### src/hw/rtl/bspc_pkg.sv
// ----------------------------------------------------------------------------
// bspc_pkg: shared types and constants of the pairing controller
// Holds the item and result layouts, the register and action codes and the
// reset values of the configuration registers and the pairing state.
// ----------------------------------------------------------------------------
package bspc_pkg;

  localparam int unsigned AddrW = 48;
  localparam int unsigned CntW  = 16;
  localparam int unsigned RssiW = 8;
  localparam int unsigned IdxW  = 2;

  // Actions carried in the input beat
  localparam logic [1:0] ACT_TICK     = 2'd0;
  localparam logic [1:0] ACT_START    = 2'd1;
  localparam logic [1:0] ACT_RESPONSE = 2'd2;

  // Message kinds of a result
  localparam logic [1:0] MSG_NONE  = 2'd0;
  localparam logic [1:0] MSG_BCAST = 2'd1;
  localparam logic [1:0] MSG_RATE  = 2'd2;

  // Configuration register indexes
  localparam logic [IdxW-1:0] REG_WINDOW    = 2'd0;
  localparam logic [IdxW-1:0] REG_BCAST_IVL = 2'd1;
  localparam logic [IdxW-1:0] REG_RATE_IVL  = 2'd2;

  localparam logic [CntW-1:0]  WINDOW_RST    = 16'd500;
  localparam logic [CntW-1:0]  BCAST_IVL_RST = 16'd100;
  localparam logic [CntW-1:0]  RATE_IVL_RST  = 16'd250;
  localparam logic [CntW-1:0]  CNT_MAX       = {CntW{1'b1}};
  localparam logic [AddrW-1:0] BCAST_ADDR    = {AddrW{1'b1}};

  typedef struct packed {
    logic [1:0]              action;
    logic [AddrW-1:0]        sender_address;
    logic signed [RssiW-1:0] signal_strength;
  } in_item_t;

  typedef struct packed {
    logic [1:0]       message_kind;
    logic [AddrW-1:0] destination;
    logic             link_connected;
    logic             pairing_timed_out;
    logic             last_of_run;
  } result_t;

  typedef struct packed {
    logic                    pairing_open;
    logic                    connected;
    logic                    candidate_found;
    logic signed [RssiW-1:0] best_strength;
    logic [AddrW-1:0]        best_address;
    logic [CntW-1:0]         pairing_elapsed;
    logic [CntW-1:0]         broadcast_elapsed;
    logic [CntW-1:0]         request_elapsed;
  } pair_state_t;

  typedef struct packed {
    logic [CntW-1:0] pairing_window_ms;
    logic [CntW-1:0] broadcast_interval_ms;
    logic [CntW-1:0] rate_request_interval_ms;
  } cfg_t;

  // Results of one item, handed to the output queue
  typedef struct packed {
    logic    push;
    logic    two;
    result_t first;
    result_t second;
  } res_push_t;

  localparam pair_state_t STATE_RST = '{
    pairing_open:      1'b0,
    connected:         1'b0,
    candidate_found:   1'b0,
    best_strength:     '0,
    best_address:      '0,
    pairing_elapsed:   '0,
    broadcast_elapsed: CNT_MAX,
    request_elapsed:   CNT_MAX
  };

endpackage

### src/hw/rtl/bspc_core.sv
// ----------------------------------------------------------------------------
// bspc_core: next-state and result logic of the pairing controller
// Combinational: from the registered item and the current state it forms
// the next state and the one or two results the item causes.
// ----------------------------------------------------------------------------
module bspc_core (
  input  bspc_pkg::in_item_t    item_i,
  input  bspc_pkg::pair_state_t state_i,
  input  bspc_pkg::cfg_t        cfg_i,
  output bspc_pkg::pair_state_t state_o,
  output logic                  two_o,
  output bspc_pkg::result_t     first_o,
  output bspc_pkg::result_t     second_o
);
  import bspc_pkg::*;

  pair_state_t     st;
  logic            has_a;
  logic            has_b;
  logic [1:0]      kind_a;
  logic [AddrW-1:0] dest_a;
  logic            timed_out;
  logic [CntW-1:0] pe_inc;
  logic [CntW-1:0] be_inc;
  logic [CntW-1:0] re_inc;

  always_comb begin
    pe_inc = (state_i.pairing_elapsed == CNT_MAX) ? CNT_MAX
           : state_i.pairing_elapsed + CntW'(1);
    be_inc = (state_i.broadcast_elapsed == CNT_MAX) ? CNT_MAX
           : state_i.broadcast_elapsed + CntW'(1);
    re_inc = (state_i.request_elapsed == CNT_MAX) ? CNT_MAX
           : state_i.request_elapsed + CntW'(1);
  end

  always_comb begin
    st        = state_i;
    has_a     = 1'b0;
    has_b     = 1'b0;
    kind_a    = MSG_NONE;
    dest_a    = '0;
    timed_out = 1'b0;
    case (item_i.action)
      ACT_TICK: begin
        st.pairing_elapsed   = pe_inc;
        st.broadcast_elapsed = be_inc;
        st.request_elapsed   = re_inc;
        if (state_i.pairing_open) begin
          if (pe_inc > cfg_i.pairing_window_ms) begin
            st.pairing_open = 1'b0;
            if (state_i.candidate_found) begin
              st.connected = 1'b1;
              has_a        = 1'b1;
              kind_a       = MSG_RATE;
              dest_a       = state_i.best_address;
            end else begin
              st.connected = 1'b0;
              timed_out    = 1'b1;
            end
          end else if (be_inc >= cfg_i.broadcast_interval_ms) begin
            st.broadcast_elapsed = '0;
            has_a                = 1'b1;
            kind_a               = MSG_BCAST;
            dest_a               = BCAST_ADDR;
          end
        end
        if (st.connected && re_inc >= cfg_i.rate_request_interval_ms) begin
          st.request_elapsed = '0;
          has_b              = 1'b1;
        end
      end
      ACT_START: begin
        st.candidate_found   = 1'b0;
        st.best_strength     = '0;
        st.best_address      = '0;
        st.connected         = 1'b0;
        st.pairing_open      = 1'b1;
        st.pairing_elapsed   = '0;
        st.broadcast_elapsed = CNT_MAX;
      end
      ACT_RESPONSE: begin
        // keep the strongest responder; ties keep the earlier one
        if (state_i.pairing_open && (!state_i.candidate_found ||
            item_i.signal_strength > state_i.best_strength)) begin
          st.candidate_found = 1'b1;
          st.best_strength   = item_i.signal_strength;
          st.best_address    = item_i.sender_address;
        end
      end
      default: begin
      end
    endcase
  end

  always_comb begin
    state_o = st;
    two_o   = has_a && has_b;

    first_o.message_kind      = has_a ? kind_a : (has_b ? MSG_RATE : MSG_NONE);
    first_o.destination       = has_a ? dest_a : (has_b ? st.best_address : '0);
    first_o.link_connected    = st.connected;
    first_o.pairing_timed_out = timed_out;
    first_o.last_of_run       = !(has_a && has_b);

    second_o.message_kind      = MSG_RATE;
    second_o.destination       = st.best_address;
    second_o.link_connected    = st.connected;
    second_o.pairing_timed_out = timed_out;
    second_o.last_of_run       = 1'b1;
  end

endmodule

### src/hw/rtl/bspc_out_buf.sv
// ----------------------------------------------------------------------------
// bspc_out_buf: two-entry result queue
// Takes the one or two results of an item at once and hands them out one
// beat at a time; it takes a new pair while empty or when its last entry drains in the same cycle.
// ----------------------------------------------------------------------------
module bspc_out_buf (
  input  logic                  clk_i,
  input  logic                  rst_ni,
  input  bspc_pkg::res_push_t   push_i,
  output logic                  room_o,
  output logic                  valid_o,
  input  logic                  ready_i,
  output bspc_pkg::result_t     res_o
);
  import bspc_pkg::*;

  logic [1:0] cnt_q, cnt_d;
  result_t    slot0_q, slot0_d;
  result_t    slot1_q, slot1_d;
  logic       pop;

  assign pop     = (cnt_q != 2'd0) && ready_i;
  assign room_o  = (cnt_q == 2'd0) || ((cnt_q == 2'd1) && ready_i);
  assign valid_o = (cnt_q != 2'd0);
  assign res_o   = slot0_q;

  always_comb begin
    cnt_d   = cnt_q;
    slot0_d = slot0_q;
    slot1_d = slot1_q;
    if (push_i.push) begin
      slot0_d = push_i.first;
      slot1_d = push_i.second;
      cnt_d   = push_i.two ? 2'd2 : 2'd1;
    end else if (pop) begin
      slot0_d = slot1_q;
      cnt_d   = cnt_q - 2'd1;
    end
  end

  always_ff @(posedge clk_i or negedge rst_ni) begin
    if (!rst_ni) begin
      cnt_q <= 2'd0;
    end else begin
      cnt_q <= cnt_d;
    end
  end

  always_ff @(posedge clk_i) begin
    slot0_q <= slot0_d;
    slot1_q <= slot1_d;
  end

endmodule

### src/hw/rtl/best_signal_pairing_controller.sv
// ----------------------------------------------------------------------------
// best_signal_pairing_controller: pairing controller for a sensor link
// Runs the pairing window, picks the strongest responder, sends proximity
// broadcasts while pairing and periodic rate requests once connected.
// ----------------------------------------------------------------------------
//
//  channel  | direction | tdata (low bit up)                     | tuser        | tlast
//  ---------+-----------+----------------------------------------+--------------+------------
//  s_axis   | in        | sender_address, signal_strength        | action       | -
//  m_axis   | out       | destination, link_connected,           | message_kind | last_of_run
//           |           | pairing_timed_out, pad                 |              |
//  cfg      | in        | write enable, index, 16-bit data       | -            | -
//
//  An input beat is held in the input register, then decided
//  combinationally into the two-entry result queue: one beat per cycle when each
//  item yields one result and the output does not stall. An item yielding two
//  results (lock-on request plus periodic rate request on the same tick) fills
//  both queue entries and holds off the next item while both are full.
//  Output stalls back up through the queue into the input register.
//  Reset leaves pairing closed, disconnected, registers at 500/100/250 ms.
//
module best_signal_pairing_controller (
  input  logic        clk_i,
  input  logic        rst_ni,
  // input beats
  input  logic        s_axis_tvalid_i,
  output logic        s_axis_tready_o,
  input  logic [55:0] s_axis_tdata_i,  // [47:0] sender_address, [55:48] signal_strength
  input  logic [1:0]  s_axis_tuser_i,  // [1:0] action
  // result beats
  output logic        m_axis_tvalid_o,
  input  logic        m_axis_tready_i,
  output logic [55:0] m_axis_tdata_o,  // [47:0] destination, [48] link_connected,
                                       // [49] pairing_timed_out, [55:50] zero
  output logic [1:0]  m_axis_tuser_o,  // [1:0] message_kind
  output logic        m_axis_tlast_o,  // last_of_run
  // configuration writes
  input  logic                      cfg_we_i,
  input  logic [bspc_pkg::IdxW-1:0] cfg_idx_i,
  input  logic [bspc_pkg::CntW-1:0] cfg_data_i
);
  import bspc_pkg::*;

  logic        in_valid_q, in_valid_d;
  in_item_t    in_q, in_d;
  pair_state_t state_q, state_d;
  cfg_t        cfg_q, cfg_d;
  pair_state_t core_state;
  logic        core_two;
  result_t     core_first;
  result_t     core_second;
  res_push_t   push;
  logic        room;
  logic        advance;
  logic        accept;
  result_t     out_res;

  // Advance the held item once the queue has room for its results
  assign advance         = in_valid_q && room;
  assign s_axis_tready_o = !in_valid_q || advance;
  assign accept          = s_axis_tvalid_i && s_axis_tready_o;

  always_comb begin
    in_valid_d = in_valid_q;
    in_d       = in_q;
    if (accept) begin
      in_valid_d         = 1'b1;
      in_d.action        = s_axis_tuser_i;
      in_d.sender_address = s_axis_tdata_i[AddrW-1:0];
      in_d.signal_strength = s_axis_tdata_i[AddrW+RssiW-1:AddrW];
    end else if (advance) begin
      in_valid_d = 1'b0;
    end
  end

  // Hold configuration; an index past the list is dropped
  always_comb begin
    cfg_d = cfg_q;
    if (cfg_we_i) begin
      unique case (cfg_idx_i)
        REG_WINDOW:    cfg_d.pairing_window_ms        = cfg_data_i;
        REG_BCAST_IVL: cfg_d.broadcast_interval_ms    = cfg_data_i;
        REG_RATE_IVL:  cfg_d.rate_request_interval_ms = cfg_data_i;
        default: begin
        end
      endcase
    end
  end

  assign state_d = advance ? core_state : state_q;

  always_ff @(posedge clk_i or negedge rst_ni) begin
    if (!rst_ni) begin
      in_valid_q <= 1'b0;
      state_q    <= STATE_RST;
      cfg_q      <= '{pairing_window_ms:        WINDOW_RST,
                      broadcast_interval_ms:    BCAST_IVL_RST,
                      rate_request_interval_ms: RATE_IVL_RST};
    end else begin
      in_valid_q <= in_valid_d;
      state_q    <= state_d;
      cfg_q      <= cfg_d;
    end
  end

  always_ff @(posedge clk_i) begin
    in_q <= in_d;
  end

  bspc_core u_core (
    .item_i   (in_q),
    .state_i  (state_q),
    .cfg_i    (cfg_q),
    .state_o  (core_state),
    .two_o    (core_two),
    .first_o  (core_first),
    .second_o (core_second)
  );

  assign push.push   = advance;
  assign push.two    = core_two;
  assign push.first  = core_first;
  assign push.second = core_second;

  bspc_out_buf u_out_buf (
    .clk_i   (clk_i),
    .rst_ni  (rst_ni),
    .push_i  (push),
    .room_o  (room),
    .valid_o (m_axis_tvalid_o),
    .ready_i (m_axis_tready_i),
    .res_o   (out_res)
  );

  assign m_axis_tdata_o = {6'b0, out_res.pairing_timed_out, out_res.link_connected,
                           out_res.destination};
  assign m_axis_tuser_o = out_res.message_kind;
  assign m_axis_tlast_o = out_res.last_of_run;

endmodule

### config.mk
export PLATFORM = sky130hd
export DESIGN_NAME = best_signal_pairing_controller
export DESIGN_NICKNAME = d
export VERILOG_FILES = /design/src/hw/rtl/bspc_pkg.sv /design/src/hw/rtl/bspc_core.sv /design/src/hw/rtl/bspc_out_buf.sv /design/src/hw/rtl/best_signal_pairing_controller.sv
export SDC_FILE = /design/constraint.sdc
export NUM_CORES = 1
export LEC_CHECK = 0
export ABC_AREA = 1
export BUFFER_PORTS_ARGS = -buffer_cell sky130_fd_sc_hd__buf_2
export CAP_MARGIN = 0
export CELL_PAD_IN_SITES_DETAIL_PLACEMENT = 0
export CELL_PAD_IN_SITES_GLOBAL_PLACEMENT = 1
export CORE_UTILIZATION = 42
export DETAILED_ROUTE_END_ITERATION = 7
export GPL_ROUTABILITY_DRIVEN = 0
export PLACE_DENSITY = 0.77
export SLEW_MARGIN = 0
export SYNTH_ARGS = -nofsm -noshare
export SYNTH_HDL_FRONTEND = slang
export SYNTH_SLANG_ARGS = --single-unit
### constraint.sdc
create_clock -name clk_i -period 3.5 [get_ports clk_i]
set_input_delay 0.875 -clock clk_i [delete_from_list [all_inputs] [get_ports clk_i]]
set_output_delay 0.875 -clock clk_i [all_outputs]
set_load 0.01 [all_outputs]
==> flow_summary.rst <==
.. list-table::
   :header-rows: 1

   * - Metric
     - Value
   * - Count of state elements after synthesis
     - between 300 and 400
   * - Max rail drop VDD
     - between 0.0005 and 0.0006 V
   * - Number of antenna violations at the first check in global routing
     - 0
   * - Port buffer count
     - 135
   * - Vias per cell
     - just over 5
   * - Post-route worst hold slack
     - 0.373 ns
   * - H-tree depth
     - 2
   * - TritonCTS clock tree
     - built
   * - Final wirelength
     - between 40000 and 50000 um
   * - Nature of the critical path endpoint
     - flip-flop
   * - CP max stage cell
     - sky130_fd_sc_hd__dfrtp_1
   * - Die boundary height
     - 196 um
   * - Leading cell types in the layout, fill and taps excluded
     - sky130_fd_sc_hd__nand2_1 (475), sky130_fd_sc_hd__inv_1 (209), sky130_fd_sc_hd__edfxtp_1 (161), sky130_fd_sc_hd__o21ai_0 (157), sky130_fd_sc_hd__buf_2 (134)
   * - Largest net degree at the start of global routing
     - ~110
   * - Number of nets at the end of the flow
     - 2115
   * - Register area share after synthesis
     - 56.2%
   * - Chain of cells forming the critical path
     - ha_2, nand3_4, nor3_4, inv_2, buf_4, nor3_4, nand3_2, nor3_4, a21oi_4, ha_4, nand2_2, nor3_4, nand3_2, nand2_4, inv_4, nand2_4, nand2_2, nor2_4, nor2_4, buf_12, clkbuf_16, nor2_1, o21ai_0
   * - Combinational share of power
     - 41.7%
   * - Register-to-register setup slack
     - -0.08 ns
   * - Commonest non-fill, non-tap cell in the layout
     - sky130_fd_sc_hd__nand2_1
   * - Final Hold Violating Endpoints
     - 0
   * - Largest clock skew in the final design
     - around 0.029 ns
   * - Buffer levels on the longest clock path
     - 3
   * - # setup viols final
     - 42
   * - Relative area change from synthesis to final layout
     - 27.2%
   * - Clock slew seen by the registers of the worst setup and hold paths
     - 0.06 ns
   * - CTS Sinks
     - ~320
   * - Internal power
     - 11300 uW
   * - N_diodes
     - 0
   * - Post-route setup slack
     - -0.0814 ns
   * - Pins Over Slew Limit
     - 0
   * - Die X
     - 196 um
   * - Startpoint Class
     - flip-flop
   * - Violated checks
     - setup timing
   * - Count of mapped cells out of synthesis
     - 1733
   * - PD cells
     - 904 nW/um^2
   * - Shortest period the worst path allows
     - 3.58 ns
   * - Dominant delay contributor by cell family on the critical path
     - simple AND/OR/NAND/NOR gates
   * - Count of antenna-violating nets left after detailed routing
     - 0
   * - Worst Hold Class
     - in2async
   * - Worst EP required
     - 3.75 ns
   * - Startpoint of the most critical register-to-register path
     - state_q[32]
   * - Total leakage power
     - about 0.0092 uW
   * - Pre-Repair DR Iteration Count
     - 5
   * - Wire length of the first global-routing pass
     - roughly 64000 um
   * - Number of hold buffers added after CTS
     - 0
   * - Number of DRC markers after the initial detailed-route iteration
     - 794
   * - Average size of a mapped cell
     - 9.09 um^2
   * - Yosys warnings
     - 0
   * - Wire length on met2
     - 19700 um
   * - Die footprint
     - 38300 um^2
   * - Placeable core region
     - 36800 um^2
   * - Top-level port count
     - 142
   * - RSZ-0062 raised after global routing
     - true
   * - Sum of buffers and inverters on the critical path
     - 5
   * - Share of total power in the clock network
     - 22.5%
   * - Insertion delay to the later sink of the worst-skew pair
     - 0.53 ns
   * - Period utilisation layout
     - 102%
   * - Sequential cell fraction of total power
     - 35.8%
   * - Cell variety after synth
     - 44
   * - Routed length per placed instance
     - 16.8 um
   * - Data arrival at the endpoint of the critical path
     - 3.83 ns
   * - Area of the mapped netlist
     - 15700 um^2
   * - Delay of the slowest cell on the worst path
     - 0.39 ns
   * - DRC Markers
     - 0
   * - Tot Pwr
     - 18100 uW
   * - Total global routing track utilization
     - about a fifth
   * - Overall overflow remaining after global route
     - 0
   * - Starting density of the core
     - 42.8%
   * - Relative max-transition margin
     - 33.7%
   * - Rows
     - 70
   * - Share of cells above drive strength 1
     - 25.7%
   * - CP dominant cell by count
     - sky130_fd_sc_hd__nor3_4
   * - Critical R2R Capture
     - u_out_buf.res_o[52]
   * - HPWL Detailed
     - 25700 um
   * - Crit Path Category
     - reg2reg
   * - Vias in the first global route
     - 12000
   * - Top sig layer
     - met4
   * - Worst R2R Path Depth
     - 23
   * - Total CTS buffers
     - 37
   * - Sw Pwr
     - around 6800 uW
   * - Pin slew with the least headroom to its limit
     - between 0.9 and 1 ns
   * - Buffer type at the clock tree root
     - sky130_fd_sc_hd__clkbuf_16
   * - Vias after detailed routing
     - 12500
   * - Switching power share of the total
     - a little under two fifths
   * - Routed met3 length
     - between 2000 and 2500 um
   * - Status
     - finished, violations left
   * - Maxcap violations
     - 0
   * - Maximum clock frequency
     - 279 MHz
   * - Post-Route M1 WL
     - 18900 um
   * - Maximum fanout count along the critical path
     - 6
[metal layers]
metal / GRT usage (%) / vias up
li1: - / 6174
met2: 34.7 / 334
met1: 29.4 / 5910
met5: 0 / -
met4: 4.75 / 0
met3: 2.73 / 53
[what timing repair did]
action / CTS / global route
resized for setup: 44 / 178
setup endpoints to repair: 63 / 89
gates cloned: 1 / 7
pin swaps: 18 / 47
buffers inserted: 7 / 19
[state kept, by name, summed over array words and instances (netlist names)]
name               flops
cfg_q                 48
in_q                  58
u_out_buf.res_o       53
in_valid_q             1
state_q              107
u_out_buf.slot1_q     50
u_out_buf.cnt_q        2
[cells in the mapped netlist, drive strengths merged]
| cell | count | area share, % |
|---|---|---|
| a21boi | 48 | 2.3 |
| a21o | 2 | 0.095 |
| a21oi | 61 | 1.9 |
| a2bb2oi | 5 | 0.28 |
| a31oi | 2 | 0.079 |
| buf | 38 | 1.5 |
| clkbuf | 43 | 1.0 |
| clkinv | 2 | 0.048 |
| conb | 1 | 0.024 |
| dfrtp | 111 | 18 |
| dfstp | 47 | 7.8 |
| edfxtp | 161 | 31 |
| ha | 64 | 5.1 |
| inv | 217 | 5.2 |
| nand2 | 501 | 12 |
| nand3 | 115 | 3.7 |
| nand3b | 2 | 0.095 |
| nand4 | 9 | 0.40 |
| nor2 | 62 | 1.6 |
| nor3 | 16 | 0.60 |
| nor4 | 3 | 0.12 |
| o211ai | 2 | 0.095 |
| o21a | 1 | 0.048 |
| o21ai | 191 | 6.1 |
| o21bai | 1 | 0.048 |
| o22ai | 9 | 0.36 |
| o31ai | 1 | 0.048 |
| or2 | 4 | 0.16 |
| xnor2 | 2 | 0.11 |
| xor2 | 12 | 0.67 |
[cell type report]
| cell class | count | area [um^2] |
|---|---|---|
| clock buffers | 54 | 1050 |
| clock inverters | 13 | 228 |
| fillers | 3279 | 16700 |
| well taps | 468 | 586 |
| inverters | 219 | 827 |
| multi-input cells | 1119 | 6410 |
| flip-flops and latches | 319 | 8850 |
| repair buffers | 274 | 2090 |
[power groups by stage]
stage | Sequential, uW | Combinational [uW] | Clock, uW
2_1_floorplan | 6460 | 3960 | 0
3_3_place_gp | 6480 | 6370 | 0
3_5_place_dp | 6470 | 6520 | 0
4_1_cts | 6450 | 6680 | 4150
5_1_grt | 6620 | 8460 | 4290
6_report | 6480 | 7560 | 4070
[kinds of logic (layout without fill, tap and decap cells)]
family | after synthesis | after routing | synth area share [%]
and+or+nand+nor | 712 | 712 | 18.7
AOI/OAI and AO/OA | 323 | 323 | 11.4
DFF | 319 | 319 | 56.2
xor gates and xnor gates | 14 | 14 | 0.779
other | 1 | 6 | 0.0238
adders and majority gates | 64 | 64 | 5.09
buffers and inverters | 300 | 560 | 7.77
[worst max-delay path by stage]
stage | slack, ns | cells past startpoint | startpoint | to
final | -0.08 | 23 | state_q[32] | u_out_buf.res_o[52]
after global routing | -0.26 | 28 | state_q[16] | u_out_buf.res_o[52]
after CTS | -0.05 | 21 | state_q[32] | u_out_buf.res_o[14]
after detailed placement | -0.19 | 17 | state_q[32] | u_out_buf.res_o[8]
after global placement | -0.12 | 19 | state_q[32] | u_out_buf.res_o[47]
after floorplan | 0.09 | 4 | m_axis_tready_i | u_out_buf.slot1_q[10]
[through the flow]
step	cell area [um^2]	std cells	utilization [%]	setup TNS [ns]	setup WS, ns
floorplan	15800	1738	-	0	0.0929
global placement	17600	2365	47.9	-2.61	-0.120
detailed placement	17600	2365	47.9	-6.87	-0.188
CTS	19100	2440	51.9	-0.772	-0.0469
global route	20000	2466	54.5	-12.82	-0.256
finish	20000	2466	54.5	-0.975	-0.0814
No activity file was read; power rests on OpenSTA's default activity.
